$ cat src/hdl/swss_pkg.sv
// Shared types and constants for the sliding window sum of squares block.
`default_nettype none

package swss_pkg;

  localparam int RET_W          = 24;
  localparam int CFG_W          = 9;
  localparam int SUM_W          = 55;
  localparam int SQ_W           = 2 * RET_W - 1;
  localparam int WINDOW_MAX_DEF = 256;
  localparam int WINDOW_RESET   = 32;
  localparam int QUEUE_DEPTH    = 4;
  localparam int QCNT_W         = $clog2(QUEUE_DEPTH + 1);
  localparam int QPTR_W         = $clog2(QUEUE_DEPTH);

  // One classified return on its way from the front end to the accumulator.
  typedef struct packed {
    logic signed [RET_W-1:0] ret;
    logic signed [RET_W-1:0] old;
    logic                    sub;
    logic                    emit;
    logic                    last;
  } swss_item_t;

endpackage

`default_nettype wire

$ cat src/hdl/swss_back.sv
// Back end: squares, running sum update and the result register.
`default_nettype none

module swss_back (
  input  wire logic                              clk,
  input  wire logic                              rst_n,
  input  wire logic                              cfg_write_en,
  input  wire swss_pkg::swss_item_t              head_item,
  input  wire logic                              empty,
  output      logic                              pop,
  output      logic                              out_valid,
  input  wire logic                              out_stall,
  output      logic        [swss_pkg::SUM_W-1:0] out_window_sum
);
  import swss_pkg::*;

  logic                      adv;
  swss_item_t                b1_r;
  logic                      b1_v_r;
  logic                      b2_v_r, b2_sub_r, b2_emit_r, b2_last_r;
  logic        [SQ_W-1:0]    sq_new_r, sq_old_r;
  logic signed [2*RET_W-1:0] prod_new, prod_old;
  logic        [SUM_W-1:0]   sum_r, sum_nxt;
  logic                      out_valid_r;
  logic        [SUM_W-1:0]   out_sum_r;

  // The whole back end moves together whenever the result register can take a value.
  assign adv = !(out_valid_r && out_stall);
  assign pop = adv && !empty;

  assign prod_new = b1_r.ret * b1_r.ret;
  assign prod_old = b1_r.old * b1_r.old;

  assign sum_nxt = sum_r + SUM_W'(sq_new_r) - (b2_sub_r ? SUM_W'(sq_old_r) : SUM_W'(0));

  always_ff @(posedge clk) begin
    if (!rst_n) begin
      b1_v_r      <= 1'b0;
      b2_v_r      <= 1'b0;
      out_valid_r <= 1'b0;
      sum_r       <= '0;
    end else begin
      if (adv) begin
        b1_v_r      <= !empty;
        b2_v_r      <= b1_v_r;
        out_valid_r <= b2_v_r && b2_emit_r;
      end
      if (cfg_write_en) begin
        sum_r <= '0;
      end else if (adv && b2_v_r) begin
        sum_r <= b2_last_r ? '0 : sum_nxt;
      end
    end
  end

  always_ff @(posedge clk) begin
    if (adv) begin
      b1_r      <= head_item;
      sq_new_r  <= SQ_W'(prod_new);
      sq_old_r  <= SQ_W'(prod_old);
      b2_sub_r  <= b1_r.sub;
      b2_emit_r <= b1_r.emit;
      b2_last_r <= b1_r.last;
      out_sum_r <= sum_nxt;
    end
  end

  assign out_valid      = out_valid_r;
  assign out_window_sum = out_sum_r;

  a_series_end_clears: assert property (@(posedge clk) disable iff (!rst_n)
    (adv && b2_v_r && b2_last_r) |=> sum_r == '0)
    else $error("running sum not cleared after series end");

  a_result_needs_item: assert property (@(posedge clk) disable iff (!rst_n)
    (adv && !b2_v_r) |=> !out_valid_r) else $error("result without a transaction");

endmodule

`default_nettype wire

$ cat config.mk
export PLATFORM = sky130hd
export DESIGN_NAME = swss_back
export DESIGN_NICKNAME = d
export VERILOG_FILES = /design/src/hdl/swss_pkg.sv /design/src/hdl/swss_back.sv
export SDC_FILE = /design/constraint.sdc
export NUM_CORES = 2
export LEC_CHECK = 0
export ABC_AREA = 1
export BUFFER_PORTS_ARGS = -buffer_cell sky130_fd_sc_hd__buf_4
export CAP_MARGIN = 30
export CORE_AREA = 2 2 364 366
export DETAILED_ROUTE_END_ITERATION = 6
export DIE_AREA = 0 0 366 368
export PLACE_DENSITY = 0.53
export SKIP_LAST_GASP = 1
export SLEW_MARGIN = 20
export SYNTH_ARGS = -nofsm -noshare
export SYNTH_HDL_FRONTEND = slang
export SYNTH_SLANG_ARGS = --single-unit
$ cat constraint.sdc
create_clock -name clk -period 10.91 [get_ports clk]
set_input_delay 2.182 -clock clk [delete_from_list [all_inputs] [get_ports clk]]
set_output_delay 2.182 -clock clk [all_outputs]
set_load 0.05 [all_outputs]
==> After elaboration in Yosys (flattened, before gate mapping) <==
Index checks and enable logic that the tools add are counted.
{ "totals": {"regBits": 261, "latch_bits": 0, "ramBits": 0, "mem_bits_ro": 0, "in_bits": 56, "output_inout_bits": 57, "wordCells": 29, "n_memories": 0} }
{ "classes": {"n_addsub": 2, "mul": 2, "div_mod_pow": 0, "magnitude_cmp": 0, "n_eq_ne": 0, "shift": 0, "mux": 2, "n_bitwise": 1, "reduce_logical": 7} }
{ "op_table": {"columns": ["cell", "n"], "rows": [
  ["24-bit by 24-bit multiplier with 47-bit output", 2],
  ["55-bit by 47-bit adder with 55-bit output", 1],
  ["55-bit two-way mux", 1],
  ["55-bit by 47-bit subtractor with 55-bit output", 1],
  ["47-bit two-way mux", 1],
  ["1-bit logical AND", 4],
  ["1-bit logical NOT", 2],
  ["2-bit OR reduction", 1],
  ["1-bit inverter", 1]
]} }

==> Longest topological paths before layout <==
{ "depth": {"ltp_word": 3, "mapped_depth": 29, "mapped_depth_nobuf": 27} }

==> Worst setup path before layout <==
No wires, ideal clock.
{ "synth_timing": {"path_kind": "input -> output", "from": "in out_stall", "to": "out pop", "arrival_ps": 7791, "setup_slack_ps": 937, "stages": 3, "path_cell_list": "nand2_1 > inv_1 > nor2_1"} }
{ "synth_between": {"elab_chain_len": 3} }
{ "synth_lines": {"columns": ["element", "line_no", "rtl"], "rows": [
  ["start: declaration", "swss_back.sv:12", "input wire logic out_stall,"],
  ["1-bit logical AND", "swss_back.sv:28", "assign adv = !(out_valid_r && out_stall);"],
  ["1-bit logical NOT", "swss_back.sv:28", null],
  ["1-bit logical AND", "swss_back.sv:29", "assign pop = adv && !empty;"],
  ["end: declaration", "swss_back.sv:10", "output logic pop,"]
]} }
No other way between the ends.

==> Worst setup path after layout <==
{ "layout_timing": {"from": "reg b1_r[3] in the netlist's numbering", "to": "reg sq_old_r[39] (data pin)"} }
{ "layout_between": {"elab_chain_len": 1} }
{ "layout_lines": {"columns": ["element", "line_no", "rtl"], "rows": [
  ["start: declaration", "swss_back.sv:18", "swss_item_t b1_r;"],
  ["start signal: assignment", "swss_back.sv:58", "b1_r <= head_item;"],
  ["24-bit by 24-bit multiplier with 47-bit output", "swss_back.sv:32", "assign prod_old = b1_r.old * b1_r.old;"],
  ["via prod_old[39]", "swss_back.sv:22", "logic signed [2*RET_W-1:0] prod_new, prod_old;"],
  ["end signal: assignment", "swss_back.sv:60", "sq_old_r <= SQ_W'(prod_old);"],
  ["end: declaration", "swss_back.sv:21", "logic [SQ_W-1:0] sq_new_r, sq_old_r;"]
]} }
The timed path passes the listed nets, and every way through them passes these cells.
A chain may end at the register's enable or synchronous reset.

==> flow_metrics.tcl <==
set metrics [dict create \
    status "complete, no violations" \
    post-route-period-util_pct 69.6 \
    ant_nets 0 \
    cts_buffers 40 \
    worstPathRequired_ps 11340 \
    synthFlopType "edfxtp_1" \
    syn_to_final_growth_pct 8.00 \
    root_buffer "clkbuf_16" \
    fin_tns_setup_ps 0 \
    cpPeakStageDelay_ps 900 \
    drv_slew 0 \
    yosys.area.top_type "fa_1" \
    row_count 133 \
    antennaDiodeCount 0 \
    antenna_found_initial 0 \
    grt_use_total_pct 22.7 \
    gp_congestion 0.931 \
    rsz0062_at_grt "false" \
    post_cts_buffers 0 \
    start_kind "register" \
    hold_viol_final 0 \
    grt_pass1_vias 43200 \
    first_pass_iters 5 \
    ios 113 \
    vias 39400 \
    synth_nets 8117 \
    h-tree-depth 2 \
    start_util_pct 41.6 \
    synth_top_area_share_pct 41.9 \
    numPortBuffers 112 \
    path_clk_slew_ps 60 \
    endpoint_kind "register" \
    dpl.hpwl_um 126000 \
    max_cap_viol_count 0 \
    grt_overflow 0 \
    crit_fanout 26 \
    ys_warn_count 0 \
    finalSetupViolCount 0 \
    num-nets-final 8183 \
    async_flop_share_pct 0 \
    min_period_ps 7600 \
    crit_type "register to register" \
    worstSkewPairLatency_ps 630 \
    yosys.cell_count.top_type "inv_1" \
    crit_path_top_delay_cell "fa_1" \
    wire_per_inst_um 17.5 \
    path_buf_inv 5 \
    routed_wl_um 147000 \
    fin_worst_skew_ps 26.8 \
    synth_cell_types 46 \
    synth_edf_count 201 \
    coreArea_um2 131000 \
    placed_area_um2 57400 \
    clkSinkCount 259 \
    stdcell_area_um2 58800 \
    holdBufCountCts 0 \
    netlist_area_um2 54500 \
    ys_top_cells_by_area "fa_1, inv_1, edfxtp_1, nand2_1, ha_1" \
    yosysSeqAreaShare_pct 13.2 \
    grt_max_degree 60 \
    relSlewSlack_pct 37.2 \
    cts-resized-gates 0 \
    synth_commonest_cells "inv_1, nand2_1, fa_1, ha_1, nor2_1" \
    synth_cells 6584 \
    grt_pass1_wl_um 239000 \
    yosys_register_bits 259 \
    crit_chain "buf_4 -> nand2_1 -> inv_1 -> fa_1 -> fa_1 -> inv_1 -> fa_1 -> inv_1 -> fa_1 -> fa_1 -> fa_1 -> fa_1 -> ha_1 -> nand2_1 -> nor2_1 -> inv_1 -> nor4_1 -> o21ai_0 -> nand3_1 -> xor2_1" \
    worst_pin_slew_ps 942 \
    worst_path_dominant_cell_family "adder cells" \
    clockBufferDepth 3 \
    drive_above_1_share_pct 4.71 \
    hold_path_class "register to register" \
    die_area_um2 135000 \
    drc 0 \
    drt-initial-drc-count 2251 \
    worstPathArrival_ps 8030 \
    cts_tree "done" \
    die_w_um 366 \
    avgSynthCellArea_um2 8.27 \
    viasPerCell 4.67 \
    die_h_um 368 \
    crit_top_cell "fa_1" \
    max_freq_mhz 132 \
]
## layer usage
metal  wire, um  track usage (%)
met3       5590             2.15
met1      69400             32.0
met4       2500             4.21
met2      70000             38.6
met5          0                0
## layout make-up
class | instances | area, um^2
Inverter | 2187 | 8210
Clock buffer | 49 | 1130
Timing Repair Buffer | 167 | 1250
Clock inverter | 25 | 309
Fill cell | 13300 | 72000
Sequential cell | 259 | 7200
Tap cell | 1755 | 2200
Multi-Input combinational cell | 3995 | 38500
## cell usage in the layout (no fill, tap or decap), types with 4 or more instances in the layout
cell           n
a21boi_0      11
a21o_1        14
a21oi_1      185
a31oi_1       19
and2_1        32
and3_1         6
buf_4        167
bufinv_16      4
clkbuf_16     43
clkinv_2       5
clkinvlp_4     6
dfxtp_1       58
edfxtp_1     201
fa_1        1140
ha_1         337
inv_1       2179
inv_2          5
inv_6          4
nand2_1     1446
nand2_2       18
nand3_1      140
nand3_2        7
nand3b_1       4
nand4_1       24
nor2_1       282
nor2_2        12
nor2_4         5
nor3_1        19
nor3_2         5
nor4_1        12
o21a_1         6
o21ai_0       74
o21bai_1      25
or2_2         12
xnor2_1       40
xor2_1       100
xor2_2         5
## through the flow
| stage | instances | utilization (%) | setup slack [ps] | hold WS (ps) |
|---|---|---|---|---|
| after floorplan | 6584 | - | 937 | 400 |
| after global placement | 8363 | 43.9 | 3170 | 405 |
| after detailed placement | 8363 | 43.9 | 3330 | 413 |
| after CTS | 8437 | 45.0 | 3270 | 423 |
| after global routing | 8437 | 45.0 | 2890 | 439 |
| final | 8437 | 45.0 | 3310 | 421 |
## logic make-up after synthesis
family	Yosys count	share of synthesized area, %
AO/OA/AOI/OAI	347	3.57
XOR/XNOR	145	2.40
adder cells (fa/ha/maj)	1477	49.6
buffers and inverters	2330	16.1
flip-flops	259	13.2
AND/OR/NAND/NOR	2026	15.1
## worst register-to-register path: cells and delay by family, from the launching register on
| family | cells | cell delay, ps |
|---|---|---|
| fa+ha+maj | 8 | 4610 |
| flops | 1 | 360 |
| compound gates | 1 | 200 |
| buf+inv | 5 | 890 |
| simple gates | 5 | 1100 |
| xor+xnor | 1 | 260 |
## worst paths after layout
check	startpoint	endpoint	slack, ps	cells after the start
max	b1_r[3]$_DFFE_PN_	sq_old_r[39]$_DFFE_PN_	3310	20
min	b1_r[1]$_DFFE_PN_	b2_emit_r$_DFFE_PN_	420	0
max reg2reg	b1_r[3]$_DFFE_PN_	sq_old_r[39]$_DFFE_PN_	3310	20
min reg2reg	b1_r[1]$_DFFE_PN_	b2_emit_r$_DFFE_PN_	420	0
## state kept, by name, indices dropped and copies added, names as in the netlist
signal          cells
b1_r               51
b1_v_r              1
b2_emit_r           1
b2_last_r           1
b2_sub_r            1
b2_v_r              1
out_valid           1
out_window_sum     55
sq_new_r           46
sq_old_r           46
sum_r              55
Power is left out: the tool's default activity adds up to more than one toggle a clock period on the data nets, which glitch-free logic cannot reach.
