==> src/hdl/swss_pkg.sv <==
// Shared types and constants for the sliding window sum of squares block.
`default_nettype none

package swss_pkg;

  localparam int RET_W          = 24;
  localparam int CFG_W          = 9;
  localparam int SUM_W          = 55;
  localparam int SQ_W           = 2 * RET_W - 1;
  localparam int WINDOW_MAX_DEF = 256;
  localparam int WINDOW_RESET   = 32;
  localparam int QUEUE_DEPTH    = 4;
  localparam int QCNT_W         = $clog2(QUEUE_DEPTH + 1);
  localparam int QPTR_W         = $clog2(QUEUE_DEPTH);

  // One classified return on its way from the front end to the accumulator.
  typedef struct packed {
    logic signed [RET_W-1:0] ret;
    logic signed [RET_W-1:0] old;
    logic                    sub;
    logic                    emit;
    logic                    last;
  } swss_item_t;

endpackage

`default_nettype wire

==> src/hdl/swss_queue.sv <==
// Short queue of classified returns between the front end and the accumulator.
`default_nettype none

module swss_queue (
  input  wire logic                        clk,
  input  wire logic                        rst_n,
  input  wire logic                        push,
  input  wire swss_pkg::swss_item_t        push_item,
  input  wire logic                        pop,
  output      swss_pkg::swss_item_t        head_item,
  output      logic                        empty,
  output      logic [swss_pkg::QCNT_W-1:0] count
);
  import swss_pkg::*;

  swss_item_t        entry_r [QUEUE_DEPTH];
  logic [QPTR_W-1:0] wr_ptr_r, rd_ptr_r;
  logic [QCNT_W-1:0] count_r;

  assign head_item = entry_r[rd_ptr_r];
  assign empty     = (count_r == '0);
  assign count     = count_r;

  always_ff @(posedge clk) begin
    if (!rst_n) begin
      wr_ptr_r <= '0;
      rd_ptr_r <= '0;
      count_r  <= '0;
    end else begin
      if (push) begin
        wr_ptr_r <= (wr_ptr_r == QPTR_W'(QUEUE_DEPTH - 1)) ? '0 : wr_ptr_r + QPTR_W'(1);
      end
      if (pop) begin
        rd_ptr_r <= (rd_ptr_r == QPTR_W'(QUEUE_DEPTH - 1)) ? '0 : rd_ptr_r + QPTR_W'(1);
      end
      if (push && !pop) begin
        count_r <= count_r + QCNT_W'(1);
      end else if (pop && !push) begin
        count_r <= count_r - QCNT_W'(1);
      end
    end
  end

  always_ff @(posedge clk) begin
    if (push) begin
      entry_r[wr_ptr_r] <= push_item;
    end
  end

  a_no_overflow: assert property (@(posedge clk) disable iff (!rst_n)
    push |-> count_r != QCNT_W'(QUEUE_DEPTH)) else $error("push into full queue");

  a_no_underflow: assert property (@(posedge clk) disable iff (!rst_n)
    pop |-> !empty) else $error("pop from empty queue");

endmodule

`default_nettype wire

==> config.mk <==
export PLATFORM = sky130hd
export DESIGN_NAME = swss_queue
export DESIGN_NICKNAME = d
export VERILOG_FILES = /design/src/hdl/swss_pkg.sv /design/src/hdl/swss_queue.sv
export SDC_FILE = /design/constraint.sdc
export NUM_CORES = 1
export LEC_CHECK = 0
export ABC_AREA = 1
export BUFFER_PORTS_ARGS = -buffer_cell sky130_fd_sc_hd__buf_2
export CORE_MARGIN = 10
export CORE_UTILIZATION = 61
export DETAILED_ROUTE_END_ITERATION = 8
export PLACE_DENSITY_LB_ADDON = 0.1
export SYNTH_ARGS = -nofsm -noshare
export SYNTH_HDL_FRONTEND = slang
export SYNTH_SLANG_ARGS = --single-unit
==> constraint.sdc <==
create_clock -name clk -period 5.95 [get_ports clk]
set_clock_uncertainty 0.1 [all_clocks]
set_input_delay 0.595 -clock clk [delete_from_list [all_inputs] [get_ports clk]]
set_output_delay 0.595 -clock clk [all_outputs]
set_load 0.03 [all_outputs]
# == After elaboration in Yosys (flattened, before gate mapping) ==
# Memories as Yosys holds them, arrays and structs flattened. A register that Yosys moved wholly into a read port is not among the register bits.
# Cells that the tools add are included.
# totals
mem_bits_ro,0
ram_bits,204
regBits,7
in_bits,55
latchBits,0
word_cells,24
mem_count,1
# memory_table
name,depth,width,read_ports,rd_clocked_by_memory_dff,wr,line_no,rtl
entry_r,4,51,1,1,1,swss_queue.sv:16,swss_item_t entry_r [QUEUE_DEPTH];
# classes
shift,0
mux,8
reduce_logical,6
n_eq_ne,2
n_lt_le_gt_ge,0
bitwise_logic,0
div,0
addsub,4
mul,0
# op_table
cell,count
2-bit 2-to-1 mux,4
3-bit 2-to-1 mux,2
"2-bit by 1-bit adder with 2-bit output, second input constant",2
"2-bit == test, second input constant",2
"3-bit by 1-bit adder with 3-bit output, second input constant",1
3-bit zero test,1
"3-bit by 1-bit subtractor with 3-bit output, second input constant",1
1-bit logical AND,2
1-bit zero test,2
1-bit 2-to-1 mux,2
2-bit nonzero test,1

# == Depth between registers and ports, before layout ==
# Gate-level depths: netlist of run 1.
# logic_depth
ltp_word,4
depth_mapped,10
ltp_nobuf,10

# == Worst setup path after synthesis of run 1 ==
# OpenSTA, ideal clock, no wires.
# synth_path
path_type,input port to flip-flop
startpoint,input port push
endpoint,"memory entry_r[3][0] (netlist name), enable pin"
stages,2
required_time_ns,5.445
slack_ns,3.818
setup_time_ns,0.405
arrival_ns,1.627
path_cell_list,nand2_1 inv_1
# synth_between
elab_chain_cells,2
# synth_rtl
element,line_no,rtl
from (decl),swss_queue.sv:7,"input wire logic push,"
1-bit 2-to-1 mux,swss_queue.sv:45,if (push) begin
1-bit 2-to-1 mux (implied by the code),swss_queue.sv:46,entry_r[wr_ptr_r] <= push_item;
to (decl),swss_queue.sv:16,
# Every way passes these cells.

==> results.cfg, run 1 <==
[status]
outcome = finished clean

[global_route]
grt_use_met1_pct = 21.4
grt.overflow.total = 0
grt_max_degree = 103
grt_pass1_wl_um = 25400
grt_busiest_layer = met2
antenna_found_initial = 0
met3_usage_pct = 4.23
grt_usage_pct = 17.3
grt_pass1_vias = 5032
grtUsageMet2_pct = 29.5

[pwr]
p_int_uw = 2460
p_sw_uw = 805
clkPwrFrac_pct = 34.5
leakage_uw = 0.00329
powerDensity_nw_per_um2 = 355
combPwrFrac_pct = 12.5
swShare_pct = 24.6
ir_drop_v = 0.000244
p_seq_share_pct = 53.0

[synthesis]
yosys.cell_types.count = 23
synthFlopType = edfxtp_1
syn_inst = 551
synth_edf_count = 204
yosysSeqAreaShare_pct = 78.3
netlist_area_um2 = 8060
syn_area_per_cell_um2 = 14.6
ys_seq_elements = 213
synth_warnings = 0
synth_nets = 613
async_reset_ff_share_pct = 0

[clocking]
clock_path_buffers = 3
postCtsHoldBufs = 0
postCtsSetupBuffers = 0
clock_latency_ps = 470
cts_resized = 0
cts.htree.levels = 1
clock_sinks = 213
root_buffer = clkbuf_16
cts_tree = done
cts.reportedPaths.clkPinSlew_ps = 60
cts_inserted_buffers = 21

[critical_path]
crit_arrival_ps = 2590
r2r_cells = 5
rr_endpoint = entry_r[0][13]
end_kind = output pin
cp_max_fo = 52
cp_data_required_time_ps = 5260
crit_type = flip-flop to output pin
r2r_slack_ps = 4130
r2r_start = wr_ptr_r[1]
critical_path.max_stage_delay_ps = 730
path_cells = buf_4 -> inv_2 -> o21ai_0 -> o22ai_1 -> buf_2
slowest_stage = inv_2
start_kind = flip-flop

[drt]
dr.pass1.iters = 4
wl_per_cell_um = 19.1
postRouteAntennaNets = 0
vias = 4831
routed_wl_um = 16100
drc = 0
drt_iter0_drc = 357
via_per_inst = 5.72

[timing]
fin_setup_tns_ps = 0
maxSlewHeadroom_pct = 30.3
period_needed_ps = 3290
setup_viol_count_final = 0
drv_slew = 0
holdWs_ps = 236
rsz0062_at_grt = false
finalHoldViolations = 0
tightest_slew_ps = 1050
fin_crit_sh_pct = 55.2
fmax_ghz = 0.304

[floorplanning]
die_area_um2 = 18200
die_w_um = 135
core_um2 = 12800
dieHeight_um = 135
rows = 41
num_io_pins = 110
initial_core_util_pct = 63.1

[cells_and_area]
stdcell_area_um2 = 9210
syn2layout_area_growth_pct = 14.3
drive_above_1_share_pct = 22.4
fillers = 874
fin_cells = 844
final_util_pct = 72.1
final_nets = 720

[placement]
gp_congestion = 0.728
placed_area_um2 = 8620
post-dp-hpwl_um = 8930
dp_cells = 807
port-buffer-count = 109

[min_path]
hold_depth = 1
min_from = push_item[18]
hold_class = input port to flip-flop
holdPathEnd = entry_r[2][18]

[job]
max-cap-violations = 0
[logic make-up after synthesis]
family / Yosys count / share of synthesized area, %
DFF: 213 / 78.3
AOI/OAI and AO/OA: 159 / 10.7
and+or+nand+nor: 123 / 5.82
buffers and inverters: 48 / 3.90
adders and majority gates: 7 / 1.18
xor gates and xnor gates: 1 / 0.109
[synth_stat cells (3+ instances only)]
cell | n | area [um^2]
o22ai_1 | 51 | 319
dfxtp_1 | 9 | 180
o21ai_1 | 59 | 295
clkbuf_1 | 4 | 15.0
ha_1 | 6 | 75.1
buf_2 | 8 | 40.0
inv_1 | 14 | 52.6
a21oi_1 | 3 | 15.0
nand2_1 | 8 | 30.0
nor2_1 | 110 | 413
nor3_1 | 3 | 15.0
buf_4 | 5 | 37.5
buf_6 | 11 | 124
o21ai_0 | 45 | 225
edfxtp_1 | 204 | 6130
[critical path: cells and delay by family, from the launching register on]
kind / cells / cell delay [ps]
AOI/OAI and AO/OA: 2 / 520
DFF: 1 / 310
buffers and inverters: 3 / 1280
[power groups by stage]
stage / logic, uW / clock network (uW) / registers, uW
3_3_place_gp: 405 / 0 / 1760
6_report: 408 / 1130 / 1730
2_1_floorplan: 277 / 0 / 1770
5_1_grt: 447 / 1210 / 1740
4_1_cts: 415 / 1150 / 1730
3_5_place_dp: 413 / 0 / 1760
[how the worst max path moves through the flow]
stage | slack (ps) | endpoint | startpoint
after detailed placement | 3100 | head_item[40] | flip-flop
after global routing | 2480 | head_item[27] | flip-flop
after floorplan | 3820 | entry_r[3][0] | push
after global placement | 3170 | head_item[27] | flip-flop
final | 2660 | head_item[40] | flip-flop
after CTS | 2590 | head_item[40] | flip-flop
[metal layers]
| metal | routed length, um | vias to the layer above |
|---|---|---|
| met3 | 1230 | 22 |
| met1 | 6350 | 2387 |
| li1 | - | 2270 |
| met5 | 0 | - |
| met2 | 8250 | 152 |
| met4 | 265 | 0 |
[flip-flops by register name, summed over array words and instances, names as in the netlist, named ones only]
register,count
entry_r,204
rd_ptr_r,2
wr_ptr_r,2
count,3
[cells in the final DEF (no fill, tap or decap), types with 7 or more instances in the layout]
| cell | instances |
|---|---|
| edfxtp_1 | 204 |
| nor2_1 | 110 |
| buf_2 | 109 |
| o21ai_1 | 59 |
| o22ai_1 | 51 |
| o21ai_0 | 45 |
| clkbuf_16 | 21 |
| inv_1 | 10 |
| nand2_1 | 8 |
| clkinv_1 | 7 |
| dfxtp_1 | 7 |
| buf_4 | 7 |
[through the flow]
| step | setup WS [ps] | total power, uW |
|---|---|---|
| after floorplan | 3820 | 2040 |
| after CTS | 2590 | 3300 |
| after detailed placement | 3100 | 2180 |
| after global placement | 3170 | 2160 |
| final | 2660 | 3270 |
| after global routing | 2480 | 3390 |
[final cells by class]
cell class / count / area [um^2] / area share, %
Antenna cell: 1 / 2.50 / 0.0272
Multi-Input combinational cell: 290 / 1440 / 15.6
Sequential cell: 213 / 6310 / 68.5
Timing Repair Buffer: 116 / 598 / 6.49
Inverter: 16 / 61.3 / 0.666
Clock inverter: 11 / 46.3 / 0.503
Tap cell: 172 / 215 / 2.34
Clock buffer: 25 / 541 / 5.87
(Power assumes the default switching activity.)
==> run 2, diff against run 1 <==
- ABC_AREA: 1 -> 0
- CORE_UTILIZATION: 61 -> 57
- clock period: 5.95 -> 3.4 ns (I/O delays scaled with it)
==> run 2 against run 1 <==
Global-route usage fell by 2.0 points. Die area rose by 3.8%. Design area is 7.2% higher. Clock-buffer cell count down 1. First-iteration DRC count down 36%. Clock power increased by 110%. Via count decreased by 24%. Wire length is 11% lower. Final cell count down 20%. Synthesized area down 2.3%. Register-to-register slack got worse by 2600 ps. Critical path type unchanged.
==> results.cfg, run 2 <==
[synthesis]
synthMuxAreaShare_pct = 15.2
synth_top_family_by_area = multiplexers
synth_top_area_share_pct = 77.9
synth_fa_ha_area_share_pct = 1.21
synth_warnings = 0
synth_nets = 372
synthFlopType = edfxtp_1
async_reset_ff_share_pct = 0
ys_seq_elements = 213
synth-xor-area-share_pct = 0.223
netlist_area_um2 = 7870
synthTopCellsByCount = 204 x edfxtp_1, 50 x mux4_2, 9 x dfxtp_1, 6 x ha_1
synth_top_area_cell = edfxtp_1
synth-simple-area-share_pct = 1.05
synth_compound_gate_area_share_pct = 0.254
yosys.cell_count.top_type = edfxtp_1
yosysSeqAreaShare_pct = 80.1
synth_edf_count = 204
yosys.cell_types.count = 22
yosys-top-cells-area = edfxtp_1 78%, mux4_2 14%, dfxtp_1 2.3%
syn_area_per_cell_um2 = 25.4
syn_inst = 310

[floorplanning]
rows = 42
die_area_um2 = 18900
initial_core_util_pct = 58.7
core_um2 = 13400
num_io_pins = 110
dieHeight_um = 137
die_w_um = 137

[clocking]
cts_inserted_buffers = 21
cts_tree = done
clock_latency_ps = 470
root_buffer = clkbuf_16
cts.htree.levels = 1
cts.reportedPaths.clkPinSlew_ps = 60
cts_resized = 0
clock_path_buffers = 3
clock_sinks = 213

[pwr]
clkPwrFrac_pct = 39.3
swShare_pct = 22.0
p_total_uw = 6140
powerDensity_nw_per_um2 = 622
leakage_uw = 0.00342
ir_drop_v = 0.000473
p_seq_share_pct = 49.8
p_sw_uw = 1350
combPwrFrac_pct = 11.0
p_int_uw = 4790

[critical_path]
r2r_start = wr_ptr_r[0]
crit_family = flip-flops
crit_type = flip-flop to output pin
slowest_stage = dfxtp_4
r2r_cells = 3
r2r_slack_ps = 1540
crit_arrival_ps = 2210
start_kind = flip-flop
path_cells = buf_4 -> mux4_2 -> buf_2
cp_data_required_time_ps = 2960
rr_endpoint = entry_r[3][22]
cp_max_fo = 24
critical_path.max_stage_delay_ps = 670
end_kind = output pin
crit_buf_inv = 2

[drt]
postRouteAntennaNets = 0
routed_wl_um = 14200
drc = 0
dr.pass1.iters = 4
wl_per_cell_um = 21.0
vias = 3653
drt_iter0_drc = 229
via_per_inst = 5.39

[timing]
fin_setup_tns_ps = 0
rsz0062_at_grt = false
fin_crit_sh_pct = 78.1
finalHoldViolations = 0
tightest_slew_ps = 658
period_needed_ps = 2650
postLayoutSetupSlackWorst_ps = 745
drv_slew = 0
setup_viol_count_final = 0
maxSlewHeadroom_pct = 56.1
fmax_ghz = 0.377

[cells_and_area]
syn2layout_area_growth_pct = 25.4
regMostFlops = entry_r
layout_commonest_cell = edfxtp_1
fin_cells = 678
drive_above_1_share_pct = 40.4
largest_reg_flops = 204
n_antenna_cell = 0
fillers = 771
final_nets = 550
final_cell_mix = 204 x edfxtp_1, 109 x buf_2, 51 x dlygate4sd3_1
stdcell_area_um2 = 9870

[placement]
port-buffer-count = 109
pre_cts_ws_ps = 1180
dp_cells = 590
gp_congestion = 0.746
placed_area_um2 = 8630
post-dp-hpwl_um = 8660

[global_route]
antenna_found_initial = 0
grt.overflow.total = 0
grt_pass1_vias = 4022
grt_pass1_wl_um = 22200
grt_usage_pct = 15.3
grt_max_degree = 36

[min_path]
hold_class = input port to flip-flop
hold_depth = 2
min_from = rst_n
holdPathEnd = count[0]

[job]
max-cap-violations = 0

[status]
outcome = finished clean
run 2: per-layer routing:
metal | GRT usage [%] | vias to the layer above | wire, um | part of all wire [%]
li1 | - | 1670 | - | -
met1 | 20.8 | 1864 | 5990 | 42
met2 | 24.7 | 103 | 7100 | 50
met3 | 3.46 | 16 | 946 | 6.6
met4 | 3.81 | 0 | 204 | 1.4
met5 | 0 | - | 0 | 0
run 2: layout make-up:
class	instances	area (um^2)	share of cell area (%)
Clock inverter	13	191	1.94
Timing Repair Buffer	167	1180	12.0
Multi-Input combinational cell	81	1410	14.3
Tap cell	176	220	2.23
Sequential cell	213	6310	63.9
Clock buffer	24	537	5.44
Inverter	4	15.0	0.152
run 2: metrics by stage:
stage          util, %  hold WS, ps
2_1_floorplan        -          339
3_3_place_gp      64.4          389
3_5_place_dp      64.4          411
4_1_cts           73.7         40.9
5_1_grt           73.7         63.3
6_report          73.7         57.6
run 2: cell families after synthesis:
logic type,Yosys count
flops,213
mux,55
buf+inv,16
simple gates,14
fa+ha+maj,7
compound gates,3
xor+xnor,2
run 2: power groups by stage:
stage,registers [uW],logic (uW),clock network (uW)
finish,3050,675,2410
floorplan,3100,443,0
CTS,3060,690,2450
global placement,3110,630,0
global route,3070,724,2570
detailed placement,3110,641,0
run 2: worst max path at each step:
stage           startpoint       endpoint  slack, ps  cells past startpoint
4_1_cts          flip-flop  head_item[47]        670                      3
3_3_place_gp     flip-flop  head_item[10]       1200                      3
2_1_floorplan  wr_ptr_r[0]  entry_r[3][0]       1120                      2
5_1_grt          flip-flop   head_item[8]        580                      3
3_5_place_dp     flip-flop  head_item[31]       1180                      3
6_report         flip-flop  head_item[47]        750                      3
run 2: worst reg2reg max path: stages, from the launching register on:
cell	delay [ps]
dfxtp_1	400
ha_1	180
and2_2	550
buf_12	310
run 2: timing repair:
item / CTS / global route
hold buffers: 51 / 0
buffers inserted: 0 / 0
hold endpoints to repair: 204 / 0
